[src/rtl/srcm_pkg.sv]
// shared types, widths and fixed matrix coefficients for the split-region colour matrix
// no dependencies

package srcm_pkg;

  localparam int COUNT_BITS     = 24;
  localparam int COEF_FRAC_BITS = 10;
  localparam int SPLIT_BITS     = 24;
  localparam int PIX_BITS       = 8;
  localparam int QUEUE_DEPTH    = 4;

  localparam int CMP_BITS  = (COUNT_BITS > SPLIT_BITS) ? COUNT_BITS : SPLIT_BITS;
  localparam int COEF_BITS = COEF_FRAC_BITS + 1;
  localparam int PROD_BITS = PIX_BITS + COEF_BITS;
  localparam int SUM_BITS  = PROD_BITS + 2;
  localparam int SHR_BITS  = SUM_BITS - COEF_FRAC_BITS;

  localparam logic [SPLIT_BITS-1:0] SPLIT_RESET = SPLIT_BITS'(153600);
  localparam logic [COUNT_BITS-1:0] COUNT_MAX   = {COUNT_BITS{1'b1}};
  localparam logic [PIX_BITS-1:0]   PIX_MAX     = {PIX_BITS{1'b1}};

  localparam int MAT_SEPIA = 0;
  localparam int MAT_ICY   = 1;

  // thousandths, [matrix][out channel][in channel]
  localparam int MILLI_COEF [2][3][3] = '{
    '{'{393, 769, 189}, '{349, 686, 168}, '{272, 534, 131}},
    '{'{600,   0, 200}, '{  0, 700, 200}, '{200, 200, 1300}}
  };

  typedef logic [PIX_BITS-1:0] pix_t;

  typedef struct packed {
    logic icy;
    pix_t blue;
    pix_t green;
    pix_t red;
  } item_t;

  // round half up to the fixed-point grid
  function automatic logic [COEF_BITS-1:0] fixed_coef(int milli);
    return COEF_BITS'(((milli << COEF_FRAC_BITS) + 500) / 1000);
  endfunction

endpackage

[src/rtl/split_region_color_matrix_core.sv]
// top level of the split-region colour matrix: front end, item queue and matrix back end
// depends on srcm_pkg, srcm_front, srcm_queue, srcm_back
//
// One RGB pixel per item in raster order, one item per clock sustained while m_tready is
// high. Pixels whose index since the last frame start (tuser high) is below split_point
// get a sepia matrix, the rest an icy-blue matrix; each channel is the truncated weighted
// sum saturated at 255. After the input accept the item passes the queue write, then the
// product register and the output register, which drives m_tvalid. The pixel counter
// saturates at its maximum until the next frame start. split_point resets to 153600 and is
// written through cfg_wr_en / cfg_wr_data.

module split_region_color_matrix_core (
  input  logic        clk,
  input  logic        rst,
  input  logic        cfg_wr_en,
  input  logic [23:0] cfg_wr_data,  // split_point
  input  logic        s_tvalid,
  output logic        s_tready,
  input  logic [23:0] s_tdata,      // red_in, green_in, blue_in
  input  logic        s_tuser,      // frame_start
  output logic        m_tvalid,
  input  logic        m_tready,
  output logic [23:0] m_tdata,      // red_out, green_out, blue_out
  output logic        m_tuser       // region_icy
);
  import srcm_pkg::*;

  logic  push;
  logic  queue_full;
  item_t push_item;
  logic  pop;
  logic  not_empty;
  item_t pop_item;
  pix_t  red_out;
  pix_t  green_out;
  pix_t  blue_out;

  srcm_front u_front (
    .clk         (clk),
    .rst         (rst),
    .cfg_wr_en   (cfg_wr_en),
    .cfg_wr_data (cfg_wr_data),
    .in_valid    (s_tvalid),
    .frame_start (s_tuser),
    .red_in      (s_tdata[7:0]),
    .green_in    (s_tdata[15:8]),
    .blue_in     (s_tdata[23:16]),
    .push        (push),
    .queue_full  (queue_full),
    .push_item   (push_item),
    .in_ready    (s_tready)
  );

  srcm_queue u_queue (
    .clk       (clk),
    .rst       (rst),
    .push      (push),
    .push_item (push_item),
    .full      (queue_full),
    .pop       (pop),
    .not_empty (not_empty),
    .pop_item  (pop_item)
  );

  srcm_back u_back (
    .clk        (clk),
    .rst        (rst),
    .item_valid (not_empty),
    .item       (pop_item),
    .item_take  (pop),
    .out_valid  (m_tvalid),
    .out_ready  (m_tready),
    .red_out    (red_out),
    .green_out  (green_out),
    .blue_out   (blue_out),
    .region_icy (m_tuser)
  );

  assign m_tdata = {blue_out, green_out, red_out};

endmodule

[src/rtl/srcm_front.sv]
// front end: pixel counter, split register and region classification
// depends on srcm_pkg

module srcm_front (
  input  logic                           clk,
  input  logic                           rst,
  input  logic                           cfg_wr_en,
  input  logic [srcm_pkg::SPLIT_BITS-1:0] cfg_wr_data,
  input  logic                           in_valid,
  input  logic                           frame_start,
  input  srcm_pkg::pix_t                 red_in,
  input  srcm_pkg::pix_t                 green_in,
  input  srcm_pkg::pix_t                 blue_in,
  output logic                           push,
  input  logic                           queue_full,
  output srcm_pkg::item_t                push_item,
  output logic                           in_ready
);
  import srcm_pkg::*;

  logic [SPLIT_BITS-1:0] split_point;
  logic [COUNT_BITS-1:0] pixel_count;
  logic [COUNT_BITS-1:0] pixel_count_next;
  logic [COUNT_BITS-1:0] idx;
  logic                  icy;

  assign in_ready = !queue_full;
  assign push     = in_valid && !queue_full;

  assign idx = frame_start ? '0 : pixel_count;
  assign icy = !(CMP_BITS'(idx) < CMP_BITS'(split_point));
  assign pixel_count_next = (idx == COUNT_MAX) ? idx : idx + COUNT_BITS'(1);

  assign push_item.icy   = icy;
  assign push_item.red   = red_in;
  assign push_item.green = green_in;
  assign push_item.blue  = blue_in;

  always_ff @(posedge clk) begin
    if (rst) begin
      split_point <= SPLIT_RESET;
    end else if (cfg_wr_en) begin
      split_point <= cfg_wr_data;
    end
  end

  always_ff @(posedge clk) begin
    if (rst) begin
      pixel_count <= '0;
    end else if (push) begin
      pixel_count <= pixel_count_next;
    end
  end

endmodule

[src/rtl/srcm_queue.sv]
// short item queue between front end and matrix back end
// depends on srcm_pkg

module srcm_queue (
  input  logic            clk,
  input  logic            rst,
  input  logic            push,
  input  srcm_pkg::item_t push_item,
  output logic            full,
  input  logic            pop,
  output logic            not_empty,
  output srcm_pkg::item_t pop_item
);
  import srcm_pkg::*;

  localparam int PTR_BITS = (QUEUE_DEPTH > 1) ? $clog2(QUEUE_DEPTH) : 1;
  localparam int CNT_BITS = $clog2(QUEUE_DEPTH + 1);

  item_t               entries [QUEUE_DEPTH];
  logic [PTR_BITS-1:0] wr_ptr;
  logic [PTR_BITS-1:0] rd_ptr;
  logic [CNT_BITS-1:0] fill;
  logic                do_push;
  logic                do_pop;

  assign full      = (fill == CNT_BITS'(QUEUE_DEPTH));
  assign not_empty = (fill != '0);
  assign do_push   = push && !full;
  assign do_pop    = pop && not_empty;
  assign pop_item  = entries[rd_ptr];

  always_ff @(posedge clk) begin
    if (do_push) begin
      entries[wr_ptr] <= push_item;
    end
  end

  always_ff @(posedge clk) begin
    if (rst) begin
      wr_ptr <= '0;
      rd_ptr <= '0;
      fill   <= '0;
    end else begin
      if (do_push) begin
        wr_ptr <= (wr_ptr == PTR_BITS'(QUEUE_DEPTH - 1)) ? '0 : wr_ptr + PTR_BITS'(1);
      end
      if (do_pop) begin
        rd_ptr <= (rd_ptr == PTR_BITS'(QUEUE_DEPTH - 1)) ? '0 : rd_ptr + PTR_BITS'(1);
      end
      if (do_push && !do_pop) begin
        fill <= fill + CNT_BITS'(1);
      end else if (do_pop && !do_push) begin
        fill <= fill - CNT_BITS'(1);
      end
    end
  end

endmodule

[src/rtl/srcm_back.sv]
// back end: two-stage 3x3 matrix multiply (product register, then truncation, saturation and output register)
// depends on srcm_pkg

module srcm_back (
  input  logic            clk,
  input  logic            rst,
  input  logic            item_valid,
  input  srcm_pkg::item_t item,
  output logic            item_take,
  output logic            out_valid,
  input  logic            out_ready,
  output srcm_pkg::pix_t  red_out,
  output srcm_pkg::pix_t  green_out,
  output srcm_pkg::pix_t  blue_out,
  output logic            region_icy
);
  import srcm_pkg::*;

  logic [COEF_BITS-1:0] coef_sepia [3][3];
  logic [COEF_BITS-1:0] coef_icy   [3][3];

  for (genvar r = 0; r < 3; r++) begin : g_row
    for (genvar c = 0; c < 3; c++) begin : g_col
      assign coef_sepia[r][c] = fixed_coef(MILLI_COEF[MAT_SEPIA][r][c]);
      assign coef_icy[r][c]   = fixed_coef(MILLI_COEF[MAT_ICY][r][c]);
    end
  end

  pix_t                 px [3];
  logic [PROD_BITS-1:0] prod_next [3][3];
  logic [PROD_BITS-1:0] prod      [3][3];
  logic                 s1_valid;
  logic                 s1_icy;
  logic                 s1_en;
  logic                 s2_en;
  logic [SUM_BITS-1:0]  sum [3];
  logic [SHR_BITS-1:0]  shr [3];
  pix_t                 chan_next [3];
  pix_t                 chan      [3];

  assign px[0] = item.red;
  assign px[1] = item.green;
  assign px[2] = item.blue;

  assign s2_en     = !out_valid || out_ready;
  assign s1_en     = !s1_valid || s2_en;
  assign item_take = s1_en && item_valid;

  always_comb begin
    for (int r = 0; r < 3; r++) begin
      for (int c = 0; c < 3; c++) begin
        prod_next[r][c] = PROD_BITS'(px[c]) *
                          PROD_BITS'(item.icy ? coef_icy[r][c] : coef_sepia[r][c]);
      end
    end
  end

  always_comb begin
    for (int r = 0; r < 3; r++) begin
      sum[r] = SUM_BITS'(prod[r][0]) + SUM_BITS'(prod[r][1]) + SUM_BITS'(prod[r][2]);
      shr[r] = sum[r][SUM_BITS-1:COEF_FRAC_BITS];
      chan_next[r] = (shr[r] > SHR_BITS'(PIX_MAX)) ? PIX_MAX : shr[r][PIX_BITS-1:0];
    end
  end

  always_ff @(posedge clk) begin
    if (s1_en) begin
      prod   <= prod_next;
      s1_icy <= item.icy;
    end
    if (s2_en) begin
      chan       <= chan_next;
      region_icy <= s1_icy;
    end
  end

  always_ff @(posedge clk) begin
    if (rst) begin
      s1_valid  <= 1'b0;
      out_valid <= 1'b0;
    end else begin
      if (s1_en) begin
        s1_valid <= item_valid;
      end
      if (s2_en) begin
        out_valid <= s1_valid;
      end
    end
  end

  assign red_out   = chan[0];
  assign green_out = chan[1];
  assign blue_out  = chan[2];

endmodule
[config.mk]
export PLATFORM = sky130hd
export DESIGN_NAME = split_region_color_matrix_core
export DESIGN_NICKNAME = d
export VERILOG_FILES = /design/src/rtl/srcm_pkg.sv /design/src/rtl/split_region_color_matrix_core.sv /design/src/rtl/srcm_front.sv /design/src/rtl/srcm_queue.sv /design/src/rtl/srcm_back.sv
export SDC_FILE = /design/constraint.sdc
export NUM_CORES = 1
export LEC_CHECK = 0
export ABC_AREA = 1
export BUFFER_PORTS_ARGS = -buffer_cell sky130_fd_sc_hd__buf_2
export CELL_PAD_IN_SITES_DETAIL_PLACEMENT = 0
export CELL_PAD_IN_SITES_GLOBAL_PLACEMENT = 1
export CORE_AREA = 10 10 364 260
export DETAILED_ROUTE_END_ITERATION = 12
export DIE_AREA = 0 0 374 270
export GPL_ROUTABILITY_DRIVEN = 0
export PLACE_DENSITY_LB_ADDON = 0.1
export SLEW_MARGIN = 0
export SYNTH_ARGS = -nofsm -noshare
export SYNTH_HDL_FRONTEND = slang
export SYNTH_SLANG_ARGS = --single-unit
[constraint.sdc]
create_clock -name clk -period 12.2 [get_ports clk]
set_input_delay 3.66 -clock clk [delete_from_list [all_inputs] [get_ports clk]]
set_output_delay 3.66 -clock clk [all_outputs]
set_load 0.005 [all_outputs]
Word-level counts from Yosys, hierarchy flattened
Memory sizes are Yosys's and may differ from the RTL's. A register that Yosys moved wholly into a read port is not among the register bits.
Index checks and enable logic that the tools add are counted.
{ "op_classes": {"magnitude_cmp": 4, "multipliers": 9, "n_addsub": 11, "muxes": 19, "eq_ne": 4, "reduce_logical": 16} }
{ "op_table": {"columns": ["operator", "count"], "rows": [
  ["8-bit by 19-bit multiplier with 19-bit output", 9],
  ["21-bit by 19-bit adder with 21-bit output", 3],
  ["19-bit by 19-bit adder with 20-bit output", 3],
  ["24-bit two-way mux", 2],
  ["11-bit by 8-bit > comparator with 1-bit output (second input constant)", 3],
  ["10-bit two-way mux", 3],
  ["24-bit by 1-bit adder with 24-bit output (second input constant)", 1],
  ["24-bit == test (second input constant)", 1],
  ["24-bit < comparator", 1],
  ["9-bit two-way mux", 2],
  ["7-bit two-way mux", 2],
  ["11-bit two-way mux", 1],
  ["2-bit two-way mux", 4],
  ["1-bit logical AND", 6],
  ["1-bit logical NOT", 6],
  ["3-bit two-way mux", 2],
  ["2-bit by 1-bit adder with 2-bit output (second input constant)", 2],
  ["2-bit == test (second input constant)", 2],
  ["4-bit two-way mux", 1],
  ["3-bit by 1-bit adder with 3-bit output (second input constant)", 1],
  ["3-bit == test (second input constant)", 1],
  ["3-bit nonzero test", 1],
  ["3-bit by 1-bit subtractor with 3-bit output (second input constant)", 1],
  ["1-bit logical OR", 2],
  ["other kinds (2)", 3]
]} }
{ "word_totals": {"ramBits": 100, "mem_count": 1, "output_inout_bits": 27, "regBits": 254} }
{ "memory_table": {"columns": ["memory", "depth", "word_bits", "rd", "rd_ports_with_merged_regs", "wr", "line", "source"], "rows": [
  ["u_queue.entries", 4, 25, 1, 1, 1, "srcm_queue.sv:19", "item_t entries [QUEUE_DEPTH];"]
]} }

Depth between registers and ports, before layout
{ "depth": {"word_depth": 8, "depth_mapped": 27, "depth_no_buf": 24} }

Hierarchy
Synthesis repeated with hierarchy kept, for this count alone.
{ "unflattened": {"hier_cells": 3646, "area_unflattened_um2": 32651.3} }
{ "by_module_without_submodules": {"columns": ["module", "n_inst", "cells_per_inst", "area_per_inst_um2", "seq_area_each_um2"], "rows": [
  ["srcm_back", 1, 2803, 24803.8, 5415.2],
  ["srcm_queue", 1, 312, 4311.6, 3183.1],
  ["srcm_front", 1, 531, 3535.9, 960.9]
]} }

Worst setup path before layout
Ideal clock, no wire load.
{ "synth_timing": {"path_kind": "input port to flip-flop", "from": "in m_tready", "to": "reg u_queue.fill[2]", "stages": 10, "path_slack_ps": 2302, "t_required_ps": 12078, "setup_time_ps": 122, "arrival_ps": 9776, "path_cell_list": "inv_1 nand3_1 nand2_1 ha_1 inv_1 fa_1 a21oi_1 o21ai_0 o21ai_0 a21oi_1"} }
{ "synth_via": {"elab_chain_cells": 7, "word_cells_on_any_way": 9} }
{ "synth_lines": {"columns": ["element", "line", "source"], "rows": [
  ["start, declared", "split_region_color_matrix_core.sv:22", "input logic m_tready,"],
  ["1-bit logical OR (*)", "srcm_back.sv:45", "assign s2_en = !out_valid || out_ready;"],
  ["1-bit logical OR (*)", "srcm_back.sv:46", "assign s1_en = !s1_valid || s2_en;"],
  ["1-bit logical AND (*)", "srcm_back.sv:47", "assign item_take = s1_en && item_valid;"],
  ["1-bit logical AND (*)", "srcm_queue.sv:29", "assign do_pop = pop && not_empty;"],
  ["1-bit logical NOT", "srcm_queue.sv:50", "if (do_push && !do_pop) begin"],
  ["1-bit logical AND", "srcm_queue.sv:50", null],
  ["3-bit two-way mux or 2-bit nonzero test (tied branches)", null, null],
  ["end signal, assigned", "srcm_queue.sv:51", "fill <= fill + CNT_BITS'(1);"],
  ["end signal, assigned", "srcm_queue.sv:53", "fill <= fill - CNT_BITS'(1);"],
  ["end, declared", "srcm_queue.sv:22", "logic [CNT_BITS-1:0] fill;"]
]} }
Mark *: on every way between the ends. The rest lies on a longest branch, timed or not.
A chain may end at the register's enable or synchronous reset.

==> results.md <==
| Step | Metric | Value |
|---|---|---|
| setup path | Critical Path Start Type | flop |
| final layout | Number of inserted diodes | 0 |
| clock network | Buffer cell driving the clock tree root | clkbuf_16 |
| worst hold path | Hold/Removal Path Class | reg -> reg |
| drt | Via density per instance | 4.92 |
| floorplanning | Number of ports placed on the die boundary | 81 |
| floorplanning | Die span in x | 374 um |
| clock network | Clock-pin slew on the worst setup and hold paths | 0.06 ns |
| floorplanning | Die area | 101000 um^2 |
| drt | Number of DRC violations after detailed-routing iteration 0 | 1650 |
| sta | Fmax achieved | 144 MHz |
| floorplanning | Area inside the core boundary | 87600 um^2 |
| drt | Number of vias after detailed routing | 26500 |
| setup path | Combined buffer and inverter count along the critical path | 6 |
| status | Outcome | complete, no violations |
| yosys | Area fraction of the dominant cell type after synthesis | 25.0% |
| sta | Final hold violation count | 0 |
| global route | Largest net degree at the start of global routing | 74 |
| sta | Pin slew with the least headroom to its limit | 1.00 ns |
| clock network | Number of buffers added by the clock tree synthesis step | 41 |
| yosys | Largest cells by area after synthesis | edfxtp_1 25%, ha_1 20%, fa_1 12% |
| floorplanning | Die height | 270 um |
| sta | Final period utilization | 56.9% |
| global route | Initial antenna violation count | 2 |
| yosys | Synth Area per Inst | 8.56 um^2 |
| clock network | CTS hold repair buffers | 0 |
| drt | Average routed wire per standard cell | 17.5 um |
| placement | Count of input and output buffers | 80 |
| setup path | Cell family with most CP delay | adder cells |
| sta | Final min period | 6.94 ns |
| setup path | Required time at the endpoint of the critical path | 12.55 ns |
| yosys | Seq/Total Area, Yosys | 28.4% |
| clock network | Clock network latency to the later pin of the worst-skew pair | 0.60 ns |
| setup path | Depth of the worst register-to-register path | 21 |
| sta | Headroom to the max-slew limit | 33.1% |
| yosys | Synthesized cell area | 34900 um^2 |
| floorplanning | Initial Util | 39.8% |
| sta | Setup-failing EPs final | 0 |
| floorplanning | Count of standard-cell rows | 91 |
| setup path | Minimum setup slack among reg-to-reg paths | 5.26 ns |
| setup path | Kind of end point of the critical path | flop |
| setup path | Critical path cell sequence | buf_4 -> inv_2 -> nand2_1 -> a32oi_2 -> buf_4 -> inv_2 -> nor2_1 -> inv_1 -> fa_1 -> fa_1 -> inv_1 -> fa_1 -> fa_1 -> ha_1 -> a21oi_1 -> a21boi_0 -> o21ai_0 -> nand3_1 -> nand2_1 -> nand2_1 -> nand2_1 |
| clock network | CTS tree | built |
| setup path | Reg2reg end | u_back.prod[165] |
| sta | Total Negative Setup Slacks | 0 ns |
| clock network | Maximum level of the CTS H-tree | 2 |
| global route | All-layer global routing usage | 18.6% |
| yosys | Top_reg_cell synth | edfxtp_1 |
| final layout | Synthesis-to-finish area growth | 9.35% |
| final layout | Proportion of layout cells with a drive suffix above 1 | 5.68% |
| setup path | Max stage delay on crit path | 0.68 ns |
| clock network | Clk buf depth | 3 |
| setup path | Critical path capture point | u_back.prod[165] |
| worst hold path | Worst Hold Path Cells | 2 |
| sta | Max Transition Viols Final | 0 |
| yosys | Post-Synthesis Cells | 4071 |
| setup path | Worst setup path class | reg -> reg |
| drt | Total wirelength of the detailed-routed design | 94.6 mm |
| yosys | Distinct cells, synth | 51 |
| drt | Number of antenna-violating nets in the routed design | 0 |
| yosys | Number of flip-flops and latches in the synthesized netlist | 349 |
| setup path | Number of stages on the worst setup path | 21 |
| clock network | Number of sinks driven by the clock tree | 349 |
| placement | Total half-perimeter wirelength after legalization and detailed placement | 78.5 mm |
| sta | Unrepaired setup endpoints after global routing | no |
| setup path | Cell with the biggest individual delay on the critical path | inv_2 |
| global route | Wire length of the first global-routing pass | 150 mm |
| clock network | Number of setup buffers added after CTS | 0 |
| sta | Clock skew after layout | 0.0378 ns |
| final layout | Layout net count | 5025 |
| clock network | Post-cts resize count | 0 |
| setup path | Critical path fanouts, max | 51 |
| drt | Drt first pass iters | 5 |
| yosys | Area leader, netlist | edfxtp_1 |
| yosys | Count of yosys warnings during synthesis | 0 |
| global route | Leftover overflow at the end of global routing | 0 |
| setup path | Worst path arrival time | 7.29 ns |
| yosys | Post-synth EDFFs | 290 |
| global route | Vias in the first global route | 26100 |
| yosys | Share of flip-flops with an asynchronous set or reset after synthesis | 0% |
| drt | DRC violations left | 0 |
| flow run | Max cap viols | 0 |
==> flip-flops by register name, indices dropped and copies added (netlist names), 2 cells and up, named ones only <==
name	flops
u_back.prod	164
u_queue.entries	100
u_front.pixel_count	24
u_front.split_point	24
u_back.blue_out	8
u_back.green_out	8
u_back.red_out	8
u_queue.fill	3
u_queue.rd_ptr	2
u_queue.wr_ptr	2
==> tightest hold or removal path: stages, from the launching register on <==
cell     delay, ns
dfxtp_1       0.30
inv_1         0.06
a21oi_1       0.06
==> how the worst min path moves through the flow <==
stage | start | endpoint | slack (ns)
finish | u_front.split_point[4] | u_front.split_point[4] | 0.46
global route | u_front.split_point[10] | u_front.split_point[10] | 0.48
CTS | u_front.split_point[4] | u_front.split_point[4] | 0.46
detailed placement | u_front.split_point[4] | u_front.split_point[4] | 0.46
global placement | u_front.split_point[4] | u_front.split_point[4] | 0.45
floorplan | u_back.s1_icy | u_back.region_icy | 0.40
==> logic make-up after synthesis <==
| kind of cell | after synthesis | synth area share, % |
|---|---|---|
| simple gates | 1428 | 17.3 |
| xor+xnor | 158 | 3.97 |
| compound gates | 558 | 9.09 |
| other cells | 2 | 0.0215 |
| flops | 349 | 28.4 |
| fa+ha+maj | 773 | 32.4 |
| buf+inv | 803 | 8.89 |
==> metal layers <==
layer  track usage (%)  vias up  part of all wire (%)
met3              2.25       61                   4.7
met2              25.5      468                    38
met4              2.80        0                   1.3
met5                 0        -                     0
li1                  -    13600                     -
met1              30.7    12400                    56
==> Yosys cell counts, types with 3 or more instances <==
library cell,n
o211ai_1,7
edfxtp_1,290
ha_1,557
nand3_2,13
a21o_1,24
buf_6,5
buf_2,14
a211oi_1,3
nand2_1,830
a21boi_0,8
inv_2,10
nor2_4,5
nand3_1,154
nand2_4,3
nor2_2,8
a31oi_1,10
a21oi_1,287
clkbuf_1,27
inv_1,737
o2111ai_1,4
o31ai_1,8
nor3_1,29
o21a_1,9
dfxtp_1,59
a32oi_1,22
nand4_1,47
o21bai_1,14
buf_4,7
a21oi_2,9
xnor2_1,39
xor2_1,119
nand3b_1,23
o21ai_0,143
nor2_1,301
nor4_1,3
and2_1,3
fa_1,216
==> stage by stage <==
stage               worst slack (ns)  utilization [%]  area, um^2  instances  hold WS (ns)
finish                          5.26             43.5       38100       5391         0.463
global route                    4.63             43.5       38100       5391         0.481
CTS                             5.25             43.5       38100       5391         0.464
detailed placement              5.25             42.0       36800       5317         0.455
global placement                5.38             42.0       36800       5317         0.452
floorplan                       2.30                -       34900       4095         0.400
==> area by class of cell <==
| class | instances | area, um^2 |
|---|---|---|
| sequential | 349 | 9890 |
| multi-input combinational | 2943 | 22000 |
| clock buffer | 50 | 1060 |
| clock inverter | 24 | 251 |
| timing repair buffer | 115 | 663 |
| inverter | 748 | 2810 |
| tap | 1162 | 1450 |
| fill | 8817 | 49400 |
==> layout by cell type (no fill, tap or decap), drive strengths merged, types with 8 or more instances in the layout <==
master    n
a21o     24
o31ai     8
nand3   167
xor2    119
o21ai   145
nor3     31
nand2   835
o21a      9
buf     115
fa      216
conb     26
nor2    314
nand3b   23
nand4    47
clkbuf   50
a21oi   296
dfxtp    59
a31oi    10
inv     757
edfxtp  290
ha      557
a32oi    24
o21bai   14
clkinv    8
xnor2    39
a21boi    8
Power is not shown: default switching activity piles up to over one toggle a cycle in this logic, so the estimate is an artifact.
